**src/bae_pkg.sv**
```systemverilog
// Shared types and constants for the binary arithmetic encoder.
// Used by every module of the block; depends on nothing.
package bae_pkg;

    localparam logic       OP_ENCODE     = 1'b0;
    localparam logic       OP_FLUSH      = 1'b1;
    localparam logic [7:0] PENDING_LIMIT = 8'd224;
    localparam int         BUF_DEPTH     = 64;
    localparam int         BUF_AW        = $clog2(BUF_DEPTH);
    localparam int         DIV_STEPS     = 64;
    localparam int         DIV_CW        = $clog2(DIV_STEPS);

    typedef struct packed {
        logic        op;
        logic        symbol_bit;
        logic [31:0] zero_weight;
        logic [31:0] total_weight;
    } t_in_item;

    typedef struct packed {
        logic [7:0] out_byte;
        logic       last_of_run;
        logic       overflow;
    } t_out_item;

    // Queued job with weights already cleaned up.
    typedef struct packed {
        logic        op;
        logic        sym;
        logic [31:0] p0;
        logic [31:0] total;
    } t_job;

endpackage

```
**src/bae_front.sv**
```systemverilog
// Front end: accepts input transactions, cleans up the weights and queues jobs.
// Depends on bae_pkg.
module bae_front
    import bae_pkg::*;
(
    input  logic     i_clk,
    input  logic     i_rst_n,
    input  logic     i_in_valid,
    output logic     o_in_stall,
    input  t_in_item i_in_item,
    output logic     o_job_valid,
    output t_job     o_job,
    input  logic     i_job_pop
);

    t_job        r_q [2];
    logic        r_wp;
    logic        r_rp;
    logic [1:0]  r_cnt;
    logic        w_push;
    logic        w_pop;
    logic [31:0] w_total;
    t_job        w_job;

    assign o_in_stall  = (r_cnt == 2'd2);
    assign o_job_valid = (r_cnt != 2'd0);
    assign o_job       = r_q[r_rp];
    assign w_push      = i_in_valid && !o_in_stall;
    assign w_pop       = i_job_pop && o_job_valid;

    // A zero total counts as one, and a zero weight above the total is clamped.
    always_comb begin
        w_total     = (i_in_item.total_weight == 32'd0) ? 32'd1 : i_in_item.total_weight;
        w_job.op    = i_in_item.op;
        w_job.sym   = i_in_item.symbol_bit;
        w_job.total = w_total;
        w_job.p0    = (i_in_item.zero_weight > w_total) ? w_total : i_in_item.zero_weight;
    end

    always_ff @(posedge i_clk) begin
        if (w_push) begin
            r_q[r_wp] <= w_job;
        end
        if (!i_rst_n) begin
            r_wp  <= 1'b0;
            r_rp  <= 1'b0;
            r_cnt <= 2'd0;
        end else begin
            if (w_push) begin
                r_wp <= ~r_wp;
            end
            if (w_pop) begin
                r_rp <= ~r_rp;
            end
            r_cnt <= r_cnt + {1'b0, w_push} - {1'b0, w_pop};
        end
    end

endmodule

```
**src/bae_div.sv**
```systemverilog
// Restoring divider, one quotient bit per cycle, for the interval split.
// Depends on bae_pkg.
module bae_div
    import bae_pkg::*;
(
    input  logic        i_clk,
    input  logic        i_rst_n,
    input  logic        i_start,
    input  logic [63:0] i_dividend,
    input  logic [31:0] i_divisor,
    output logic        o_done,
    output logic [32:0] o_quot
);

    logic              r_busy;
    logic              r_done;
    logic [DIV_CW-1:0] r_cnt;
    logic [63:0]       r_num;
    logic [31:0]       r_rem;
    logic [31:0]       r_div;
    logic [32:0]       r_quot;
    logic [32:0]       w_rem_sh;
    logic              w_ge;
    logic [32:0]       w_rem_sub;

    assign o_done = r_done;
    assign o_quot = r_quot;

    always_comb begin
        w_rem_sh  = {r_rem, r_num[63]};
        w_ge      = (w_rem_sh >= {1'b0, r_div});
        w_rem_sub = w_rem_sh - {1'b0, r_div};
    end

    always_ff @(posedge i_clk) begin
        if (i_start) begin
            r_num  <= i_dividend;
            r_div  <= i_divisor;
            r_rem  <= 32'd0;
            r_quot <= 33'd0;
        end else if (r_busy) begin
            r_num  <= {r_num[62:0], 1'b0};
            r_rem  <= w_ge ? w_rem_sub[31:0] : w_rem_sh[31:0];
            r_quot <= {r_quot[31:0], w_ge};
        end
        if (!i_rst_n) begin
            r_busy <= 1'b0;
            r_done <= 1'b0;
            r_cnt  <= '0;
        end else begin
            r_done <= 1'b0;
            if (i_start) begin
                r_busy <= 1'b1;
                r_cnt  <= '0;
            end else if (r_busy) begin
                r_cnt <= r_cnt + 1'b1;
                if (r_cnt == DIV_CW'(DIV_STEPS - 1)) begin
                    r_busy <= 1'b0;
                    r_done <= 1'b1;
                end
            end
        end
    end

endmodule

```
**src/bae_back.sv**
```systemverilog
// Back end: interval split, renormalisation, bit packing and byte delivery.
// Depends on bae_pkg and bae_div.
module bae_back
    import bae_pkg::*;
(
    input  logic      i_clk,
    input  logic      i_rst_n,
    input  logic      i_job_valid,
    input  t_job      i_job,
    output logic      o_job_pop,
    output logic      o_out_valid,
    input  logic      i_out_stall,
    output t_out_item o_out_item
);

    localparam logic [3:0] S_IDLE   = 4'd0;
    localparam logic [3:0] S_MUL    = 4'd1;
    localparam logic [3:0] S_DSTART = 4'd2;
    localparam logic [3:0] S_DWAIT  = 4'd3;
    localparam logic [3:0] S_RENORM = 4'd4;
    localparam logic [3:0] S_EMIT   = 4'd5;
    localparam logic [3:0] S_PAD    = 4'd6;
    localparam logic [3:0] S_RD     = 4'd7;
    localparam logic [3:0] S_OUT    = 4'd8;

    logic [3:0]        r_state;
    logic [31:0]       r_low;
    logic [31:0]       r_high;
    logic [7:0]        r_pend;
    logic [7:0]        r_coll;
    logic [2:0]        r_bc;
    logic              r_ovf;
    logic              r_op;
    logic              r_sym;
    logic [31:0]       r_p0;
    logic [31:0]       r_total;
    logic [63:0]       r_prod;
    logic              r_cur;
    logic              r_opp;
    logic [7:0]        r_erem;
    logic [BUF_AW:0]   r_wcnt;
    logic [BUF_AW-1:0] r_rptr;
    logic              r_item_ovf;
    logic [7:0]        r_rd_data;
    logic [7:0]        r_mem [BUF_DEPTH];
    logic              r_ov;
    t_out_item         r_out;

    logic        w_div_done;
    logic [32:0] w_quot;
    logic [32:0] w_range;
    logic [63:0] w_prod;
    logic [33:0] w_split;
    logic [7:0]  w_coll_n;
    logic [7:0]  w_pad;
    logic        w_out_free;
    logic        w_last;

    assign o_job_pop   = (r_state == S_IDLE) && i_job_valid;
    assign o_out_valid = r_ov;
    assign o_out_item  = r_out;

    bae_div u_div (
        .i_clk      (i_clk),
        .i_rst_n    (i_rst_n),
        .i_start    (r_state == S_DSTART),
        .i_dividend (r_prod),
        .i_divisor  (r_total),
        .o_done     (w_div_done),
        .o_quot     (w_quot)
    );

    always_comb begin
        w_range = {1'b0, r_high} - {1'b0, r_low} + 33'd1;
        // A full interval has range 2^32, whose product is the weight moved up.
        w_prod  = {(w_range[32] ? r_p0 : 32'd0), 32'd0}
                | (64'(w_range[31:0]) * 64'(r_p0));
        w_split = {2'b0, r_low} + {1'b0, w_quot};
        if (w_quot == 33'd0) begin
            w_split = {2'b0, r_low} + 34'd1;
        end
        if (w_split > {2'b0, r_high}) begin
            w_split = {2'b0, r_high};
        end
        w_coll_n   = {r_coll[6:0], r_cur};
        w_pad      = r_coll << (~r_bc + 3'd1);
        w_out_free = !r_ov || !i_out_stall;
        w_last     = (r_rptr == BUF_AW'(r_wcnt - 1'b1));
    end

    always_ff @(posedge i_clk) begin
        // Byte buffer and its registered read port.
        if (r_state == S_EMIT && r_bc == 3'd7) begin
            r_mem[r_wcnt[BUF_AW-1:0]] <= w_coll_n;
        end else if (r_state == S_PAD && r_bc != 3'd0) begin
            r_mem[r_wcnt[BUF_AW-1:0]] <= w_pad;
        end
        if (r_state == S_RD) begin
            r_rd_data <= r_mem[r_rptr];
        end
        if (r_state == S_OUT && w_out_free) begin
            r_out.out_byte    <= r_rd_data;
            r_out.last_of_run <= w_last;
            r_out.overflow    <= r_item_ovf;
        end
        if (r_state == S_IDLE && i_job_valid) begin
            r_p0    <= i_job.p0;
            r_total <= i_job.total;
            r_sym   <= i_job.sym;
        end
        if (r_state == S_MUL) begin
            r_prod <= w_prod;
        end

        if (!i_rst_n) begin
            r_state    <= S_IDLE;
            r_low      <= 32'd0;
            r_high     <= 32'hFFFF_FFFF;
            r_pend     <= 8'd0;
            r_coll     <= 8'd0;
            r_bc       <= 3'd0;
            r_ovf      <= 1'b0;
            r_op       <= OP_ENCODE;
            r_cur      <= 1'b0;
            r_opp      <= 1'b0;
            r_erem     <= 8'd0;
            r_wcnt     <= '0;
            r_rptr     <= '0;
            r_item_ovf <= 1'b0;
            r_ov       <= 1'b0;
        end else begin
            if (r_state == S_OUT && w_out_free) begin
                r_ov <= 1'b1;
            end else if (!i_out_stall) begin
                r_ov <= 1'b0;
            end
            case (r_state)
                S_IDLE: begin
                    if (i_job_valid) begin
                        r_op <= i_job.op;
                        if (i_job.op == OP_FLUSH) begin
                            r_cur   <= r_low[30];
                            r_opp   <= ~r_low[30];
                            r_erem  <= r_pend + 8'd1;
                            r_state <= S_EMIT;
                        end else begin
                            r_state <= S_MUL;
                        end
                    end
                end
                S_MUL: begin
                    r_state <= S_DSTART;
                end
                S_DSTART: begin
                    r_state <= S_DWAIT;
                end
                S_DWAIT: begin
                    if (w_div_done) begin
                        if (r_sym == 1'b0) begin
                            r_high <= 32'(w_split - 34'd1);
                        end else begin
                            r_low <= w_split[31:0];
                        end
                        r_state <= S_RENORM;
                    end
                end
                S_RENORM: begin
                    if (r_high[31] == r_low[31]) begin
                        r_cur   <= r_high[31];
                        r_opp   <= ~r_high[31];
                        r_erem  <= r_pend;
                        r_pend  <= 8'd0;
                        r_low   <= {r_low[30:0], 1'b0};
                        r_high  <= {r_high[30:0], 1'b1};
                        r_state <= S_EMIT;
                    end else if (r_low[30] && !r_high[30]) begin
                        // Straddle of the middle: defer one opposite bit, or flag overflow at the limit.
                        if (r_pend >= PENDING_LIMIT) begin
                            r_ovf <= 1'b1;
                        end else begin
                            r_pend <= r_pend + 8'd1;
                        end
                        r_low  <= {1'b0, r_low[29:0], 1'b0};
                        r_high <= {1'b1, r_high[29:0], 1'b1};
                    end else begin
                        r_item_ovf <= r_ovf;
                        r_rptr     <= '0;
                        r_state    <= (r_wcnt == '0) ? S_IDLE : S_RD;
                    end
                end
                S_EMIT: begin
                    if (r_bc == 3'd7) begin
                        r_coll <= 8'd0;
                        r_wcnt <= r_wcnt + 1'b1;
                    end else begin
                        r_coll <= w_coll_n;
                    end
                    r_bc  <= r_bc + 3'd1;
                    r_cur <= r_opp;
                    if (r_erem == 8'd0) begin
                        r_state <= (r_op == OP_FLUSH) ? S_PAD : S_RENORM;
                    end else begin
                        r_erem <= r_erem - 8'd1;
                    end
                end
                S_PAD: begin
                    // End of stream: the flag goes out with the bytes, then all
                    // coder state returns to its reset value.
                    r_item_ovf <= r_ovf;
                    r_rptr     <= '0;
                    if (r_bc != 3'd0) begin
                        r_wcnt  <= r_wcnt + 1'b1;
                        r_state <= S_RD;
                    end else begin
                        r_state <= (r_wcnt == '0) ? S_IDLE : S_RD;
                    end
                    r_low  <= 32'd0;
                    r_high <= 32'hFFFF_FFFF;
                    r_pend <= 8'd0;
                    r_coll <= 8'd0;
                    r_bc   <= 3'd0;
                    r_ovf  <= 1'b0;
                end
                S_RD: begin
                    r_state <= S_OUT;
                end
                S_OUT: begin
                    if (w_out_free) begin
                        if (w_last) begin
                            r_wcnt  <= '0;
                            r_state <= S_IDLE;
                        end else begin
                            r_rptr  <= r_rptr + 1'b1;
                            r_state <= S_RD;
                        end
                    end
                end
                default: begin
                    r_state <= S_IDLE;
                end
            endcase
        end
    end

endmodule

```
**src/binary_arithmetic_encoder_core.sv**
```systemverilog
// Top level of the binary arithmetic encoder: front queue plus coding back end.
// Depends on bae_pkg, bae_front and bae_back.
//
// Each encode transaction runs the 64-step bit-serial divider that computes
// the split, then renormalises and emits its bits. Bytes caused by a
// transaction are held in a 64-byte buffer and delivered once the transaction
// is fully coded, each byte read from the buffer and then registered at the
// output, so the overflow flag on each byte is the final one. A
// two-entry queue in front lets new transactions be taken while the back end
// is busy. The output register holds a byte while the receiver stalls, and the
// back end waits for it to empty before handing over the next byte.
module binary_arithmetic_encoder_core
    import bae_pkg::*;
(
    input  logic      i_clk,
    input  logic      i_rst_n,
    input  logic      i_in_valid,
    output logic      o_in_stall,
    input  t_in_item  i_in_item,
    output logic      o_out_valid,
    input  logic      i_out_stall,
    output t_out_item o_out_item
);

    logic w_job_valid;
    t_job w_job;
    logic w_job_pop;

    bae_front u_front (
        .i_clk       (i_clk),
        .i_rst_n     (i_rst_n),
        .i_in_valid  (i_in_valid),
        .o_in_stall  (o_in_stall),
        .i_in_item   (i_in_item),
        .o_job_valid (w_job_valid),
        .o_job       (w_job),
        .i_job_pop   (w_job_pop)
    );

    bae_back u_back (
        .i_clk       (i_clk),
        .i_rst_n     (i_rst_n),
        .i_job_valid (w_job_valid),
        .i_job       (w_job),
        .o_job_pop   (w_job_pop),
        .o_out_valid (o_out_valid),
        .i_out_stall (i_out_stall),
        .o_out_item  (o_out_item)
    );

endmodule

```
**config.mk**
```make
export PLATFORM = sky130hd
export DESIGN_NAME = binary_arithmetic_encoder_core
export DESIGN_NICKNAME = d
export VERILOG_FILES = /design/src/bae_pkg.sv /design/src/bae_front.sv /design/src/bae_div.sv /design/src/bae_back.sv /design/src/binary_arithmetic_encoder_core.sv
export SDC_FILE = /design/constraint.sdc
export NUM_CORES = 2
export LEC_CHECK = 0
export BUFFER_PORTS_ARGS = -buffer_cell sky130_fd_sc_hd__buf_2
export CAP_MARGIN = 25
export CORE_ASPECT_RATIO = 1.1
export CORE_MARGIN = 5
export CORE_UTILIZATION = 34
export CTS_CLUSTER_DIAMETER = 200
export DETAILED_ROUTE_END_ITERATION = 8
export PLACE_DENSITY = 0.45
export SYNTH_ARGS = -nofsm -noshare
export SYNTH_HDL_FRONTEND = slang
export SYNTH_SLANG_ARGS = --single-unit
```
**constraint.sdc**
```tcl
create_clock -name i_clk -period 14.4 [get_ports i_clk]
set_input_delay 1.44 -clock i_clk [delete_from_list [all_inputs] [get_ports i_clk]]
set_output_delay 1.44 -clock i_clk [all_outputs]
set_load 0.005 [all_outputs]
```
Yosys cells after proc, flatten, opt, wreduce, memory -nomap -nowiden --
Memory sizes are Yosys's and may differ from the RTL's. A register that Yosys moved wholly into a read port is not among the register bits. Cells that the tools add are included.
Word-level totals: memories kept 2, memory bits (writable) 644, flip-flop bits (word level) 426, logic and storage cells 223, input port bits 70
Memories:
- u_back.r_mem | words 64, width 8, read ports 1, clocked after memory_dff 1, write ports 1, RTL line bae_back.sv:45 | logic [7:0] r_mem [BUF_DEPTH];
- u_front.r_q | words 2, width 66, read ports 1, clocked after memory_dff 1, write ports 1, RTL line bae_front.sv:16 | t_job r_q [2];
Cells by class: shift-type cells 1, add/subtract/negate cells 16, equality and inequality tests 34, bitwise gates (word level) 9, reduce and logical (&&, ||, !) cells 41, $mul 1, $lt $le $gt $ge 4, multiplexer cells 83
Operators with widths (number):
- 32-bit two-way mux | 13
- 32-bit one-hot mux with 3 select lines | 2
- 64-bit two-way mux | 2
- 8-bit two-way mux | 9
- 32-bit by 32-bit multiplier with 64-bit output | 1
- 64-bit bitwise OR | 1
- 4-bit one-hot mux with 9 select lines | 1
- 32-bit by 33-bit adder with 34-bit output | 1
- 34-bit by 32-bit > comparator with 1-bit output | 1
- 34-bit two-way mux | 1
- 32-bit by 1-bit adder with 33-bit output (second input constant) | 1
- 33-bit by 1-bit adder with 33-bit output (second input constant) | 1
- 33-bit by 32-bit >= comparator with 1-bit output | 1
- 33-bit logical NOT | 1
- 32-bit by 32-bit subtractor with 33-bit output | 1
- 32-bit > comparator | 1
- 32-bit logical NOT | 1
- 8-bit one-hot mux with 2 select lines | 2
- 32-bit by 1-bit subtractor with 32-bit output (second input constant) | 1
- 32-bit subtractor | 1
- 4-bit two-way mux | 7
- 7-bit two-way mux | 4
- 1-bit two-way mux | 26
- 6-bit two-way mux | 4
- 48 further kinds | 105

Logic depth before layout (Yosys ltp) --
depth in word-level cells 8, depth in mapped cells 49, gate-level depth less buffers 47

Modules after synthesis --
A second synthesis with hierarchy kept.
Second synthesis, totals: cells, all modules 7581, area total of the unflattened synthesis 84971.5 um2
Modules (own cells, without submodules):
- bae_back | seq. area each 22071.2 um2, times used 1, area an instance 69977.1 um2, cells each 6383
- bae_div | seq. area each 4344.2 um2, times used 1, area an instance 8515.7 um2, cells each 778
- bae_front | seq. area each 4063.9 um2, times used 1, area an instance 6478.7 um2, cells each 420

Worst setup path after synthesis --
Ideal clock, no wire load.
path type reg-to-reg, start register u_back.r_low[2], end register u_back.r_prod[63] (data pin), data required time 14.119 ns, cell stages (with the launch flop) 41, slack 3.629 ns, setup time 0.281 ns, buffers on the path 2, arrival 10.490 ns, clock period less this slack 10.771 ns, path through dfxtp_1 buf_2 inv_1 ha_1 ha_1 a21oi_1 o21a_1 o21ai_0 a211o_1 a2111oi_0 o211ai_1 a21oi_1 o21ai_0 a21o_1 a21oi_1 xnor2_1 clkbuf_1 nand2_1 [... 5 more ...] fa_1 fa_1 fa_1 inv_1 fa_1 inv_1 ha_1 a211oi_1 o21bai_1 a211oi_1 o211ai_1 a31oi_1 o21ai_0 a311oi_1 o21ai_0 a311oi_1 mux2i_1 o2111ai_1
On the way: cells in the longest elaborated chain, start to end 4, elaborated cells between the ends (all ways) 5, those cells by class 2 x add/sub; 1 x mul; 1 x mux; 1 x bitwise
RTL lines:
- from (decl) | RTL line bae_back.sv:27 | logic [31:0] r_low;
- from (signal assigned) | RTL line bae_back.sv:162 | r_low <= w_split[31:0];
- from (signal assigned) | RTL line bae_back.sv:173 | r_low <= {r_low[30:0], 1'b0};
- from (signal assigned) | RTL line bae_back.sv:183 | r_low <= {1'b0, r_low[29:0], 1'b0};
- 32-bit by 32-bit subtractor with 33-bit output (*) | RTL line bae_back.sv:74 | w_range = {1'b0, r_high} - {1'b0, r_low} + 33'd1;
- 33-bit by 1-bit adder with 33-bit output (*) | RTL line bae_back.sv:74
- 32-bit by 32-bit multiplier with 64-bit output or 32-bit two-way mux (tied branches) | RTL line bae_back.sv:77, bae_back.sv:76
- 64-bit bitwise OR (*) | RTL line bae_back.sv:77 | | (64'(w_range[31:0]) * 64'(r_p0));
- net u_back.w_prod[63] | RTL line bae_back.sv:52 | logic [63:0] w_prod;
- to (signal assigned) | RTL line bae_back.sv:112 | r_prod <= w_prod;
- to (decl) | RTL line bae_back.sv:37 | logic [63:0] r_prod;
Mark *: on every way through the listed nets, which the timed path passes. The rest lies on a longest branch. A chain may end at the register's enable or synchronous reset.

Worst setup path in the final report --
start register u_back.r_high[1], end register u_back.r_prod[62] (data pin)
On the way: cells in the longest elaborated chain, start to end 4, elaborated cells between the ends (all ways) 5, those cells by class 2 x add/sub; 1 x mul; 1 x mux; 1 x bitwise
RTL lines:
- from (decl) | RTL line bae_back.sv:28 | logic [31:0] r_high;
- from (signal assigned) | RTL line bae_back.sv:160 | r_high <= 32'(w_split - 34'd1);
- from (signal assigned) | RTL line bae_back.sv:174 | r_high <= {r_high[30:0], 1'b1};
- from (signal assigned) | RTL line bae_back.sv:184 | r_high <= {1'b1, r_high[29:0], 1'b1};
- 32-bit by 32-bit subtractor with 33-bit output (*) | RTL line bae_back.sv:74
- 33-bit by 1-bit adder with 33-bit output (*) | RTL line bae_back.sv:74
- 32-bit by 32-bit multiplier with 64-bit output or 32-bit two-way mux (tied branches) | RTL line bae_back.sv:77, bae_back.sv:76
- 64-bit bitwise OR (*) | RTL line bae_back.sv:77
- net u_back.w_prod[62] | RTL line bae_back.sv:52
Marked as above.

==> summary.md <==
| Metric | Value |
|---|---|
| Die Footprint | 0.264 mm2 |
| Max_cap viols | 0 |
| Die W | 490 um |
| Total core area | 0.253 mm2 |
| Post-cts resize count | 0 |
| Layout Cells excl Fill | 11284 |
| Tot GR Track Use | 20.4% |
| DRT Wirelength | 273 mm |
| WP data arrival | 13.67 ns |
| Post-layout min period | 13.24 ns |
| Status | finished, final reports clean |
| Actual slew at the worst max-slew pin | 1.17 ns |
| Initial antenna violation count | 17 |
| Routed length per placed instance | 24.2 um |
| Setup Crit Path Kind | reg2reg |
| Final Max Tran Viols | 0 |
| CP endpoint kind | flop |
| Area growth syn-to-layout | 9.75% |
| Startpoint Class | flop |
| DP HPWL | 193 mm |
| Worst reg-to-reg setup slack | 1.16 ns |
| # DRC | 0 |
| Slew HR | 22.2% |
| I/O Buffers | 81 |
| Final Hold Viols | 0 |
| Slowest stage delay, CP | 0.86 ns |
| Post-Synthesis Cells | 7989 |
| DIE HEIGHT | 538 um |
| Initial core utilization | 34.1% |
| Ports | 82 |
| Setup Viol. Count Final | 0 |
| Detail Route Antenna Nets | 0 |
| Mean post-synth cell area | 10.8 um2 |
| Worst EP required | 14.83 ns |
| Top_reg_cell synth | edfxtp_1 |
| Worst-skew pair later-pin latency | 0.78 ns |
| Via/cell ratio | 5.28 |
| Vias | 59605 |
| Nets@finish | 9289 |
| Post-CTS Setup Bufs | 0 |
| Ys async rst share | 0% |
| CTS Buf Count | 114 |
| Synthesis Warnings | 0 |
| Largest net degree at the start of global routing | 123 |
| Setup TNS | 0 ns |
| Clk sinks | 1079 |
| Slowest CP cell | xor2_4 |
| Sequential fraction of the synthesis area | 35.3% |
| CTS H-tree lvls | 3 |
| Hold Buf Count CTS | 0 |
| Placed instance count | 11063 |
| Pre-Repair DR Iteration Count | 5 |
| WHS | 0.416 ns |
| Share of cells above drive strength 1 | 9.85% |
| Cell repeated most along the worst path | fa_1 |
| Fmax | 75.5 MHz |
| Syn Std Cell Area | 0.0863 mm2 |
| Worst hold path class | reg2reg |
| Worst-path clk slew | 0.06 ns |
| Post-synthesis register bit count | 1079 |
| Post-Syn Nets | 9429 |
| DR iter-0 viols | 4038 |
| Clk root buf | clkbuf_16 |
| Worst Path Max Fanout | 19 |
| Clock Skews | 0.0972 ns |
| GPL Wtd Cong | 0.857 |
| Post-synth cell types | 85 |
| FP Rows | 194 |
| RSZ-0062 raised after global routing | false |
| Overflow after GRT | 0 |
| Clock tree from TritonCTS | yes |
| Vias in the first global route | 62501 |
| First-pass GRT wire length | 409 mm |
| Max Root-Sink Buffers | 3 |
| Fin crit share | 91.9% |
| Number of flops mapped to enable cells by yosys | 887 |
[cell families (layout without fill, tap and decap cells)]
logic type                 count (synthesis)  in the layout  synth area share (%)
and+or+nand+nor                         2346           2346                  13.1
buffers and inverters                   1614           1574                  7.03
adders and majority gates               1370           1370                  27.7
DFF                                     1079           1079                  35.3
AOI/OAI and AO/OA                       1023           1023                  8.04
muxes                                    356            356                  6.77
xor gates and xnor gates                 201            201                  2.04
other                                      0              3                     0
[per-stage QoR]
stage,setup WS (ns),area (um2),utilization [%]
5_1_grt,0.439,94700,37.4
4_1_cts,1.16,94600,37.4
6_report,1.16,94700,37.4
2_1_floorplan,3.63,86300,-
3_3_place_gp,1.20,90600,35.8
3_5_place_dp,1.23,90600,35.8
[critical path, delay by kind of cell, from the launching register on]
family	cells	cell delay, ns
adder cells (fa/ha/maj)	12	5.29
AO/OA/AOI/OAI	13	3.66
AND/OR/NAND/NOR	8	1.87
XOR/XNOR	2	1.00
buffers and inverters	8	0.68
flip-flops	1	0.41
[cell usage in the layout, fill, tap and decap left out, drive strengths merged, types with 47 or more instances in the layout]
cell    Yosys  final
inv      1122   1121
nand2     956    956
fa        899    899
edfxtp    887    887
ha        471    471
and2      470    470
nor2      338    338
buf        35    235
a21oi     218    218
o21ai     210    210
dfxtp     192    192
mux4      172    172
clkbuf    456    143
nand3     139    139
xnor2     136    136
mux2      103    103
a21o       82     82
mux2i      81     81
nor3       67     67
and3       66     66
xor2       65     65
nor2b      59     59
o211ai     58     58
nand4      55     55
clkinv      1     54
nor4       53     53
nand2b     52     52
a31oi      47     47
a211oi     47     47
[cells in the mapped netlist, types with 9 or more instances]
cell | instances | share of area (%)
a2111o_1 | 21 | 0.27
a211o_1 | 9 | 0.091
a211oi_1 | 46 | 0.40
a21boi_0 | 17 | 0.15
a21o_1 | 82 | 0.71
a21oi_1 | 217 | 1.3
a22oi_1 | 21 | 0.18
a311oi_1 | 21 | 0.21
a31oi_1 | 47 | 0.34
and2_1 | 470 | 3.4
and3_1 | 65 | 0.47
buf_1 | 32 | 0.14
clkbuf_1 | 456 | 2.0
dfxtp_1 | 192 | 4.5
edfxtp_1 | 887 | 31
fa_1 | 899 | 21
ha_1 | 471 | 6.8
inv_1 | 1122 | 4.9
mux2_2 | 103 | 1.3
mux2i_1 | 81 | 0.94
mux4_2 | 172 | 4.5
nand2_1 | 956 | 4.2
nand2b_1 | 52 | 0.38
nand3_1 | 139 | 0.81
nand4_1 | 55 | 0.40
nor2_1 | 338 | 1.5
nor2b_1 | 59 | 0.43
nor3_1 | 67 | 0.39
nor3b_1 | 9 | 0.078
nor4_1 | 52 | 0.38
o211a_1 | 32 | 0.37
o211ai_1 | 58 | 0.50
o21a_1 | 32 | 0.28
o21ai_0 | 208 | 1.2
o21bai_1 | 27 | 0.23
o221ai_1 | 32 | 0.32
o22ai_1 | 31 | 0.22
o311ai_0 | 32 | 0.32
o31ai_1 | 14 | 0.12
or2_2 | 11 | 0.080
or3_1 | 34 | 0.25
xnor2_1 | 136 | 1.4
xor2_1 | 65 | 0.66
[cell type report]
class / instances / area, um2
timing repair buffer: 235 / 1650
clock inverter: 73 / 933
fill: 25046 / 158000
inverter: 1123 / 4220
multi-input combinational: 5296 / 50200
tap: 3332 / 4170
clock buffer: 143 / 3050
antenna: 3 / 7.51
sequential: 1079 / 30500
[metal layers]
layer  vias up  track usage [%]  wire (um)
met5         -                0         41
met4         6             5.48       7960
met3       377             2.02      11000
met2      1408             35.3     135000
met1     31155             27.3     119000
li1      26659                -          -
[path summary, 6_finish.rpt]
kind                            cells after the start               from                    end
worst max-delay path                               43   u_back.r_high[1]      u_back.r_prod[62]
worst min register to register                      0  u_back.r_total[1]  u_back.u_div.r_div[1]
worst min-delay path                                0  u_back.r_total[1]  u_back.u_div.r_div[1]
worst max register to register                     43   u_back.r_high[1]      u_back.r_prod[62]
[state kept, by name (all words and copies together) (netlist names), 7 cells and up, named ones only]
register and flops:
u_back.r_mem 512, u_front.r_q 132, u_back.r_prod 64, u_back.u_div.r_num 64
u_back.u_div.o_quot 33, u_back.r_high 32, u_back.r_low 32, u_back.r_p0 32
u_back.r_total 32, u_back.u_div.r_div 32, u_back.u_div.r_rem 32, u_back.o_out_item 10
u_back.r_coll 8, u_back.r_erem 8, u_back.r_pend 8, u_back.r_rd_data 8
u_back.r_wcnt 7
Power is left out: the tool's default activity adds up to more than one toggle a clock period on the data nets, which glitch-free logic cannot reach.
